## src/design/fndr_pkg.sv

```systemverilog
// Shared types and constants for the face normal / diffuse / reflection block.
// No dependencies.
package fndr_pkg;

   localparam int UNIT_Q14  = 16384;
   localparam int ROUND_Q14 = 8192;
   localparam int CROSS_TOP = 29;
   localparam int ROOT_W    = 31;
   localparam int SQ_W      = 62;
   localparam int QUO_W     = 15;
   localparam int NUM_W     = 45;
   localparam int CSR_IDX_W = 3;

   typedef enum logic [CSR_IDX_W-1:0] {
      CSR_LIGHT_X = 3'd0,
      CSR_LIGHT_Y = 3'd1,
      CSR_LIGHT_Z = 3'd2,
      CSR_DIFFUSE = 3'd3,
      CSR_AMBIENT = 3'd4
   } csr_idx_type;

   typedef struct packed {
      logic signed [31:0] p2_z;
      logic signed [31:0] p2_y;
      logic signed [31:0] p2_x;
      logic signed [31:0] p1_z;
      logic signed [31:0] p1_y;
      logic signed [31:0] p1_x;
      logic signed [31:0] p0_z;
      logic signed [31:0] p0_y;
      logic signed [31:0] p0_x;
   } face_type;

   typedef struct packed {
      logic signed [15:0] n_z;
      logic signed [15:0] n_y;
      logic signed [15:0] n_x;
   } nrm_type;

   typedef struct packed {
      logic signed [15:0] reflect_z;
      logic signed [15:0] reflect_y;
      logic signed [15:0] reflect_x;
      logic [47:0]        lit_combined_rgb;
      logic [47:0]        lit_diffuse_rgb;
      logic               in_shadow;
      nrm_type            normal;
   } shade_type;

endpackage

```

## src/design/fndr_queue.sv

```systemverilog
// Four-entry queue of unit normals between front and back pipelines.
// Depends on fndr_pkg.
module fndr_queue import fndr_pkg::*; (
   input  logic    clock,
   input  logic    reset,
   input  logic    push,
   input  nrm_type push_item,
   output logic    full,
   input  logic    pop,
   output logic    not_empty,
   output nrm_type pop_item
);

   localparam int DEPTH = 4;

   nrm_type    mem_ff [DEPTH];
   logic [1:0] wptr_ff, rptr_ff;
   logic [2:0] cnt_ff;

   assign full      = (cnt_ff == 3'(DEPTH));
   assign not_empty = (cnt_ff != 3'd0);
   assign pop_item  = mem_ff[rptr_ff];

   always_ff @(posedge clock) begin
      if (reset) begin
         wptr_ff <= '0;
         rptr_ff <= '0;
         cnt_ff  <= '0;
      end else begin
         if (push) wptr_ff <= wptr_ff + 2'd1;
         if (pop)  rptr_ff <= rptr_ff + 2'd1;
         cnt_ff <= cnt_ff + 3'(push) - 3'(pop);
      end
   end

   always_ff @(posedge clock) begin
      if (push) mem_ff[wptr_ff] <= push_item;
   end

endmodule

```

## config.mk

```make
export PLATFORM = sky130hd
export DESIGN_NAME = fndr_queue
export DESIGN_NICKNAME = d
export VERILOG_FILES = /design/src/design/fndr_pkg.sv /design/src/design/fndr_queue.sv
export SDC_FILE = /design/constraint.sdc
export NUM_CORES = 1
export LEC_CHECK = 0
export ABC_AREA = 1
export BUFFER_PORTS_ARGS = -buffer_cell sky130_fd_sc_hd__buf_2
export CAP_MARGIN = 20
export CORE_MARGIN = 2
export CORE_UTILIZATION = 55
export DETAILED_ROUTE_END_ITERATION = 16
export PLACE_DENSITY = 0.76
export REMOVE_ABC_BUFFERS = 1
export SLEW_MARGIN = 20
export SYNTH_ARGS = -nofsm -noshare
export SYNTH_HDL_FRONTEND = slang
export SYNTH_SLANG_ARGS = --single-unit
```

## constraint.sdc

```tcl
create_clock -name clock -period 3 [get_ports clock]
set_clock_uncertainty 0.2 [all_clocks]
set_input_delay 0.15 -clock clock [delete_from_list [all_inputs] [get_ports clock]]
set_output_delay 0.15 -clock clock [all_outputs]
set_load 0.02 [all_outputs]
```

* After elaboration in Yosys (flattened, before gate mapping)
Memories as Yosys holds them, arrays and structs flattened. A register that Yosys moved wholly into a read port is not among the register bits. Cells that the tools add are included.
Storage, ports and cells: bits in registers 7, RAM bits 192, word-level logic and storage cells 14, memories kept 1, latch bits 0, memory bits (read-only) 0
Memory list:
- mem_ff | words 4, width 48, read ports 1, clocked after Yosys merged registers in 1, wr ports 1, line fndr_queue.sv:16 | nrm_type mem_ff [DEPTH];
Operators by class: $add $sub $neg 4, equal/unequal tests 1, magnitude comparators 0, reduce and logical (&&, ||, !) cells 1, div/mod/pow operators 0, bitwise operators 0, multiplexer cells 4, shifts and indexed selects 0, multiply operators 0
Operators with widths (count):
- $add 2x1->2 const B | 2
- $mux 2 | 2
- $add 3x1->3 | 1
- $eq 3x3->1 const B | 1
- $reduce_bool 3->1 | 1
- $sub 3x1->3 | 1
- $mux 1 | 2

* Logic depth before layout (Yosys ltp)
Gate-level depths: netlist of the first run.
depth after elaboration 3, mapped depth 9

* Worst setup path after synthesis of the first run
Ideal clock, no wire load.
path type register -> register, from reg wptr_ff[0], to mem mem_ff[2][0] in the netlist's numbering (enable), data required time 2398 ps, library setup time 402 ps, clock period less this slack 2130 ps, cell stages (with the launch flop) 5, path buffers 0, path slack 870 ps, arrival 1527 ps, cells stage by stage dfxtp_1 -> inv_1 -> ha_1 -> nand2_1 -> inv_1
RTL lines:
- from (decl) | line fndr_queue.sv:17 | logic [1:0] wptr_ff, rptr_ff;
- from (signal assigned) | line fndr_queue.sv:30 | if (push) wptr_ff <= wptr_ff + 2'd1;
- to (decl) | line fndr_queue.sv:16
Straight into the memory's write port.

==> results of run 1 <==
==> per-layer routing <==
| metal | wire length [um] | part of all wire [%] |
|---|---|---|
| met5 | 0 | 0 |
| met4 | 261 | 1.8 |
| met3 | 912 | 6.3 |
| met2 | 7310 | 50 |
| met1 | 6020 | 42 |
==> cell families after synthesis <==
kind of cell / after synthesis / share of synthesized area, %
simple gates: 110 / 5.19
flops: 201 / 74.0
compound gates: 154 / 11.1
buf+inv: 145 / 8.53
fa+ha+maj: 7 / 1.18
==> critical path, delay by kind of cell, from the launching register on <==
family / cells / cell delay [ps]
AOI/OAI and AO/OA: 1 / 90
and+or+nand+nor: 2 / 190
buffers and inverters: 2 / 510
DFF: 1 / 710
==> layout make-up <==
type / instances / area share [%]
flip-flops and latches: 201 / 60.6
well taps: 184 / 2.35
clock buffers: 34 / 6.16
repair buffers: 162 / 11.8
multi-input cells: 271 / 14.3
diodes: 1 / 0.0255
inverters: 113 / 4.32
clock inverters: 3 / 0.446
==> power by group through the flow <==
stage / logic (mW) / registers [mW] / clock network (mW)
finish: 0.715 / 3.27 / 2.41
global route: 0.794 / 3.28 / 2.57
CTS: 0.725 / 3.27 / 2.45
detailed placement: 0.667 / 3.33 / 0
global placement: 0.640 / 3.32 / 0
floorplan: 0.376 / 3.35 / 0
==> how the worst max path moves through the flow <==
stage	end	slack, ps
6_report	pop_item[25]	600
5_1_grt	pop_item[26]	430
3_5_place_dp	mem_ff[2][27]	1010
3_3_place_gp	mem_ff[2][0]	1080
2_1_floorplan	pop_item[44]	-1340
4_1_cts	pop_item[25]	580
==> stage by stage <==
step | setup slack (ps) | setup TNS [ps] | cell area, um^2 | hold slack, ps
2_1_floorplan | -1340 | -61140 | 7770 | 21.2
3_3_place_gp | 1080 | 0 | 8650 | 136
3_5_place_dp | 1010 | 0 | 8650 | 146
4_1_cts | 583 | 0 | 9810 | 178
5_1_grt | 433 | 0 | 9820 | 203
6_report | 597 | 0 | 9820 | 216
==> timing repair <==
| action | in CTS | in global routing |
|---|---|---|
| hold endpoints to repair | 201 | 0 |
| setup buffers | 0 | 0 |
| hold buffers | 52 | 0 |
==> flip-flops by register name (all words and copies together), names as in the netlist, named ones only <==
name	count
wptr_ff	2
rptr_ff	2
cnt_ff	3
mem_ff	192
==> cells in the final DEF (no fill, tap or decap) <==
cell                            instances
sky130_fd_sc_hd__a21oi_1               54
sky130_fd_sc_hd__buf_12                 5
sky130_fd_sc_hd__buf_2                101
sky130_fd_sc_hd__buf_4                  4
sky130_fd_sc_hd__bufinv_16              1
sky130_fd_sc_hd__clkbuf_1              10
sky130_fd_sc_hd__clkbuf_16             21
sky130_fd_sc_hd__clkbuf_8               3
sky130_fd_sc_hd__clkinv_2               1
sky130_fd_sc_hd__clkinv_4               1
sky130_fd_sc_hd__dfxtp_1                7
sky130_fd_sc_hd__dfxtp_4                2
sky130_fd_sc_hd__diode_2                1
sky130_fd_sc_hd__dlygate4sd3_1         52
sky130_fd_sc_hd__edfxtp_1             192
sky130_fd_sc_hd__fa_1                   1
sky130_fd_sc_hd__ha_1                   6
sky130_fd_sc_hd__inv_1                109
sky130_fd_sc_hd__inv_2                  4
sky130_fd_sc_hd__nand2_1              104
sky130_fd_sc_hd__nand3_1                2
sky130_fd_sc_hd__nor2_1                 3
sky130_fd_sc_hd__nor3_1                 1
sky130_fd_sc_hd__o211ai_1              48
sky130_fd_sc_hd__o21ai_0                6
sky130_fd_sc_hd__o21ai_1               46
==> results summary, run 1 <==
In this run the worst hold path is classified as in2reg. The library cell occupying the most area in the post-synthesis netlist is sky130_fd_sc_hd__edfxtp_1. The root buffer cell chosen for the clock tree is sky130_fd_sc_hd__clkbuf_16.

After global routing, the most crowded layer is met2. Among all cell types in the netlist, the one instantiated most often is sky130_fd_sc_hd__edfxtp_1. The total count of max-transition violations in the final report is 0. The largest single stage delay on the critical path is 710 ps.

The worst-case vdd ir drop came out at 506 uV. The share of the clock period used by the worst path after layout is 80.1%. The async set-or-reset flop fraction in the synthesized netlist came out at 0%. The total placed cells including tap cells came out at 879.

The first-pass detailed-route iteration total came out at 5. The worst hold path cell count came out at 3. Setup violations remaining at the end of the flow were counted as 0.

Setup repair after global routing left no endpoint under its margin. STA classifies the critical path endpoint as an output pin. The worst relative slew slack came out at 55.2%. The number of inserted filler cells in the final layout came out at 1007.

For this block, the initial DRC count from the detailed router was 376. The largest fanout on the critical path came out at 72. The total power per unit cell area is 652 nW/um^2. Sorting the synthesized cells by area gives the leading types as sky130_fd_sc_hd__edfxtp_1 (72%), sky130_fd_sc_hd__inv_1 (5.3%), sky130_fd_sc_hd__nand2_1 (4.9%), sky130_fd_sc_hd__o211ai_1 (4.5%), sky130_fd_sc_hd__a21oi_1 (3.4%). The clock transition time at the flip-flop clock pins of the worst setup and hold paths came out at 60 ps. The worst hold path startpoint is reset. The core area is 14400 um^2. The first-pass GRT wire length came out at 23400 um. The post-DP HPWL is 8800 um. The portion of total power attributed to sequential cells came out at 51.1%. For hold timing, the worst endpoint is cnt_ff[1]. The post-synthesis sequential area ratio is 74.0%. The fraction of layout cells with a size suffix above 1 is 18.2%. In this run the number of H-tree levels came out at 1. The clock network fraction of design power is 37.7%. The worst register-to-register path begins at wptr_ff[0].

The die outline height is 125 um. The die span in x is 125 um. Counting flops with a built-in enable in the synthesized netlist gives 192.

The switching power summed over all nets came out at 1.47 mW. The number of cell instances on the worst register-to-register path came out at 5. The power share of the combinational group came out at 11.2%. The endpoint arrival time on the critical path is 2050 ps. The worst register-to-register path ends at mem_ff[2][36].

The remaining antenna violation count after routing is 0. STA puts the critical path data required time at 2650 ps. The register-to-register setup slack came out at 1030 ps.

The layout-stage area growth over the synthesis result is 22.2%. The routability-driven placement congestion ratio is 0.733. Ranked by instance count, the synthesized netlist is headed by sky130_fd_sc_hd__edfxtp_1 (192), sky130_fd_sc_hd__inv_1 (113), sky130_fd_sc_hd__nand2_1 (104). The worst setup path is launched from a flop. The average instance in the mapped netlist occupies 13.0 um^2.

The global-route met2 utilization is 33.3%. The internal power summed over all cells came out at 4.93 mW. The initial utilization of the core area, before any placement, comes to 55.7%.

The most used flip-flop cell after synthesis is sky130_fd_sc_hd__edfxtp_1. The clock net in this run drives a total of 201 sinks. The register area came out at 5950 um^2. The max-cap check violation count came out at 0. Summing all multi-input logic gate instances after layout gives 1400 um^2. Of the total power, the share spent switching nets is 23.0%. Clock latency on the worst-skew pair, taken at its later pin, is 480 ps. Subtracting the final worst setup slack from the clock period gives 2400 ps. For this run, global-route usage on met1 was measured as 23.4%. The die covers 15600 um^2.

The count of synthesis-stage warnings from yosys came out at 0. The global router's overall resource usage came out at 18.7%. The count of input and output buffers is 101. The boundary pin count is 102. In this run the biggest area consumer among cell types represents 71.8% of the synthesized area.

The number of hold violations in the final report came out at 0. The final total power is 6.40 mW. The total CTS buffers is 21. The unique cell type count in the Yosys netlist is 16. Derived from the worst setup path, the maximum achievable clock frequency is 0.416 GHz. The pin slew with the least headroom to its limit came out at 671 ps.

The number of global-route vias before repair came out at 4814. The filler-free cell count of the finished design is 969. The wire length per cell is 15.0 um. The worst-case clock buffer depth is 3. Entering global routing, the biggest net connects 73 pins. The via-per-instance ratio is 5.01. In the final design database the tool counted 829 nets. The signal on the critical path passes through buf_12 -> nand2_1 -> o211ai_1 -> nand2_1 -> buf_2. After global routing the overflow that remains totals 0.

The number of instances in the synthesized netlist came out at 617. The initial antenna violation count came to 1. By startpoint and endpoint, the worst setup path is classified as reg2out. The final routed wirelength across all metal layers is 14500 um. The combined area of all synthesized cells came out at 8030 um^2. By instance count, the cell type seen most on the critical path is sky130_fd_sc_hd__nand2_1.

The leakage component of the power came out at 3.90 nW. The final core area utilization is 68.1%. For this design, the slowest cell found on the critical path is sky130_fd_sc_hd__dfxtp_4. The count of instances resized after the clock tree is built came out at 0.

The number of standard-cell rows in the floorplan came out at 44. The number of design rule violations left after detail routing is 0. The detailed router placed 4855 vias in this run. The flip-flop and latch count after synthesis is 201. The flow ran to the end, and the final reports show no timing, DRC or antenna violations. TritonCTS built the clock tree. The met3 capacity usage during global routing came out at 3.87%.
Note: power is estimated with default switching activity, not from simulation.
==> run 2, diff against run 1 <==
- clock period: 3 -> 2.4 ns (I/O delays scaled with it)
==> results summary, run 2 (synthesis gave the netlist of run 1 again) <==
The wire length per cell is 14.7 um. The placement-stage worst setup slack is 604 ps. The minimum clock period is 2070 ps.

The layout-stage area growth over the synthesis result came out at 22.5%. The number of standard-cell rows in the floorplan came out at 44. The internal power summed over all cells came out at 6.19 mW. STA classifies the critical path endpoint as an output pin. The net count reported at finish came out at 831. The post-DP HPWL is 8080 um. The clock network fraction of design power is 37.8%.

Leaving out fill and tap cells, the most frequent cells in the layout are sky130_fd_sc_hd__edfxtp_1 (192), sky130_fd_sc_hd__inv_1 (109), sky130_fd_sc_hd__nand2_1 (104). The number of hold violations in the final report is 0. Across the VDD grid, the largest voltage drop is 608 uV. The total count of max-transition violations in the final report came out at 0. Once routing completed, OpenROAD measured the worst setup slack at 326 ps. In this run the power density over the cells is 813 nW/um^2. The run finished with clean final reports. The total buffers and inverters traversed by the critical path came out at 2. The TritonCTS clock tree is built. The initial utilization of the core area, before any placement, comes to 55.7%. In this run, post-CTS hold repair placed 52 buffers. The highest achievable clock rate is 0.482 GHz. The fraction of layout cells with a size suffix above 1 is 18.7%. The number of global-route vias before repair came out at 4929. The worst hold margin came out at 193 ps. In the final layout, the registers with the most flip-flops are mem_ff (192), cnt_ff (3). The number of cell instances on the worst register-to-register path is 7. The leakage component of the power is 3.92 nW. The via-per-instance ratio is 5.07. The cell family contributing the most delay on the critical path is flip-flops. The number of flip-flops under the largest register name came out at 192. The switching power summed over all nets is 1.81 mW.

The later-pin clock latency in the skew report is 460 ps. The worst hold path cell count came out at 3. The count of input and output buffers came out at 101. The die outline height is 125 um. The final core area utilization came out at 68.3%. Ranked by flip-flop count, first place goes to mem_ff. The number of DRC markers in iteration 0 came out at 348. The worst setup path is of the reg2out kind.

The register area is 5950 um^2. CTS placed an instance of sky130_fd_sc_hd__clkbuf_16 at the clock tree root. The first-pass GRT wire length is 23100 um.

The total stage count of the critical path came out at 4. The slowest stage of the critical path is the sky130_fd_sc_hd__dfxtp_4 cell. The largest incremental delay on the critical path came out at 510 ps. The worst-case clock buffer depth is 3. The H-tree depth is 1. The final routed wirelength across all metal layers is 14300 um. For the pin with the worst max-slew slack, the measured transition is 475 ps. The setup violation total in the final timing report is 0. For this design the top-level I/O count stands at 102. The count of nets left with antenna violations once routing finished came out at 0.

The area of the multi-input gates came out at 1400 um^2. The setup fix buffers added after clock tree synthesis came out at 0. The initial antenna violation count came to 0. The clock transition time at the flip-flop clock pins of the worst setup and hold paths came out at 60 ps. The portion of total power attributed to sequential cells is 50.8%.

Per report_power, the combinational group accounts for 11.5% of the total. The completed layout was analyzed and its total power is 8.00 mW. The via count of the routed design came out at 4914. The routability-driven placement congestion ratio is 0.710. The category of the worst setup path launch point is a flop. The share of the clock period used by the worst path after layout came out at 86.4%. The final sum of negative setup slack is 0 ps. Data on the critical path is required at its endpoint by 2080 ps. The first-pass detailed-route iteration total is 5. For this run, design rule violations remaining after detail routing come to 0.

The core area is 14400 um^2. Leaving out fill and tap cells, the most frequent cell in the layout is sky130_fd_sc_hd__edfxtp_1. Once the clock tree was built, the resizer swapped 0 gates to a different size. Setup repair after global routing left no endpoint under its margin.

Headroom to the max-slew limit came out at 68.3%. Net switching is 22.6% of the power. In this run, CTS created clock tree buffers numbering 20. The largest fanout on the critical path came out at 25. The max-cap check violation count is 0.

The critical path goes through buf_4 -> o211ai_1 -> nand2_1 -> buf_2. The remaining global-route overflow came out at 0. The global router's overall resource usage is 18.4%. CTS saw 201 sinks. The number of inserted filler cells in the final layout is 992. The endpoint arrival time on the critical path came out at 1750 ps.

The die span in x came out at 125 um. The floorplan step defined a die boundary enclosing 15600 um^2. The number of diodes added for antenna fixing came out at 0. The path class of the tightest hold or removal check is in2reg. Entering global routing, the biggest net connects 101 pins.
run 2: changes by cell type in the layout (fill, tap and decap cells not counted), sizes merged:
cell      before  now
clkbuf        34   29
buf          110  113
bufinv         1    2
clkinv         2    3
clkinvlp       0    1
diode          1    0
inv          113  114
run 2: worst reg2reg max path, stage by stage, from the launching register on:
cell and delay, ps:
sky130_fd_sc_hd__dfxtp_1 340, sky130_fd_sc_hd__inv_1 60, sky130_fd_sc_hd__ha_1 280, sky130_fd_sc_hd__inv_1 40, sky130_fd_sc_hd__ha_1 270, sky130_fd_sc_hd__inv_1 60
sky130_fd_sc_hd__nor2_1 30, sky130_fd_sc_hd__dlygate4sd3_1 540
run 2: final cells by class:
class / instances / area share [%]
clock buffer: 29 / 5.74
clock inverter: 7 / 0.915
inverter: 113 / 4.31
multi-input combinational: 271 / 14.2
sequential: 201 / 60.5
tap: 184 / 2.34
timing repair buffer: 165 / 12.0
run 2: power groups by stage:
stage          clock network (mW)  registers [mW]  logic, mW
3_5_place_dp                    0            4.14      0.848
3_3_place_gp                    0            4.13      0.818
2_1_floorplan                   0            4.19      0.470
5_1_grt                      3.24            4.07       1.01
4_1_cts                      3.09            4.06      0.922
6_report                     3.02            4.06      0.918
run 2: path summary, 6_finish.rpt:
check                       to  slack [ps]        from
setup / recovery  pop_item[34]         330        flop
hold / removal       cnt_ff[1]         190       reset
setup reg to reg     cnt_ff[0]         460   cnt_ff[0]
hold reg to reg           flop         280  rptr_ff[1]
run 2: layer usage:
layer | wire length [um] | vias to the layer above | GRT usage [%] | share of wire, %
met4 | 268 | 0 | 4.90 | 1.9
met3 | 777 | 25 | 2.96 | 5.4
met1 | 6060 | 2327 | 23.1 | 42
met2 | 7180 | 121 | 33.4 | 50
li1 | - | 2441 | - | -
met5 | 0 | - | 0 | 0
run 2: stage by stage:
stage	std cells	instance area (um^2)
global placement	882	8670
global route	970	9840
finish	970	9840
floorplan	585	7770
CTS	970	9840
detailed placement	882	8670
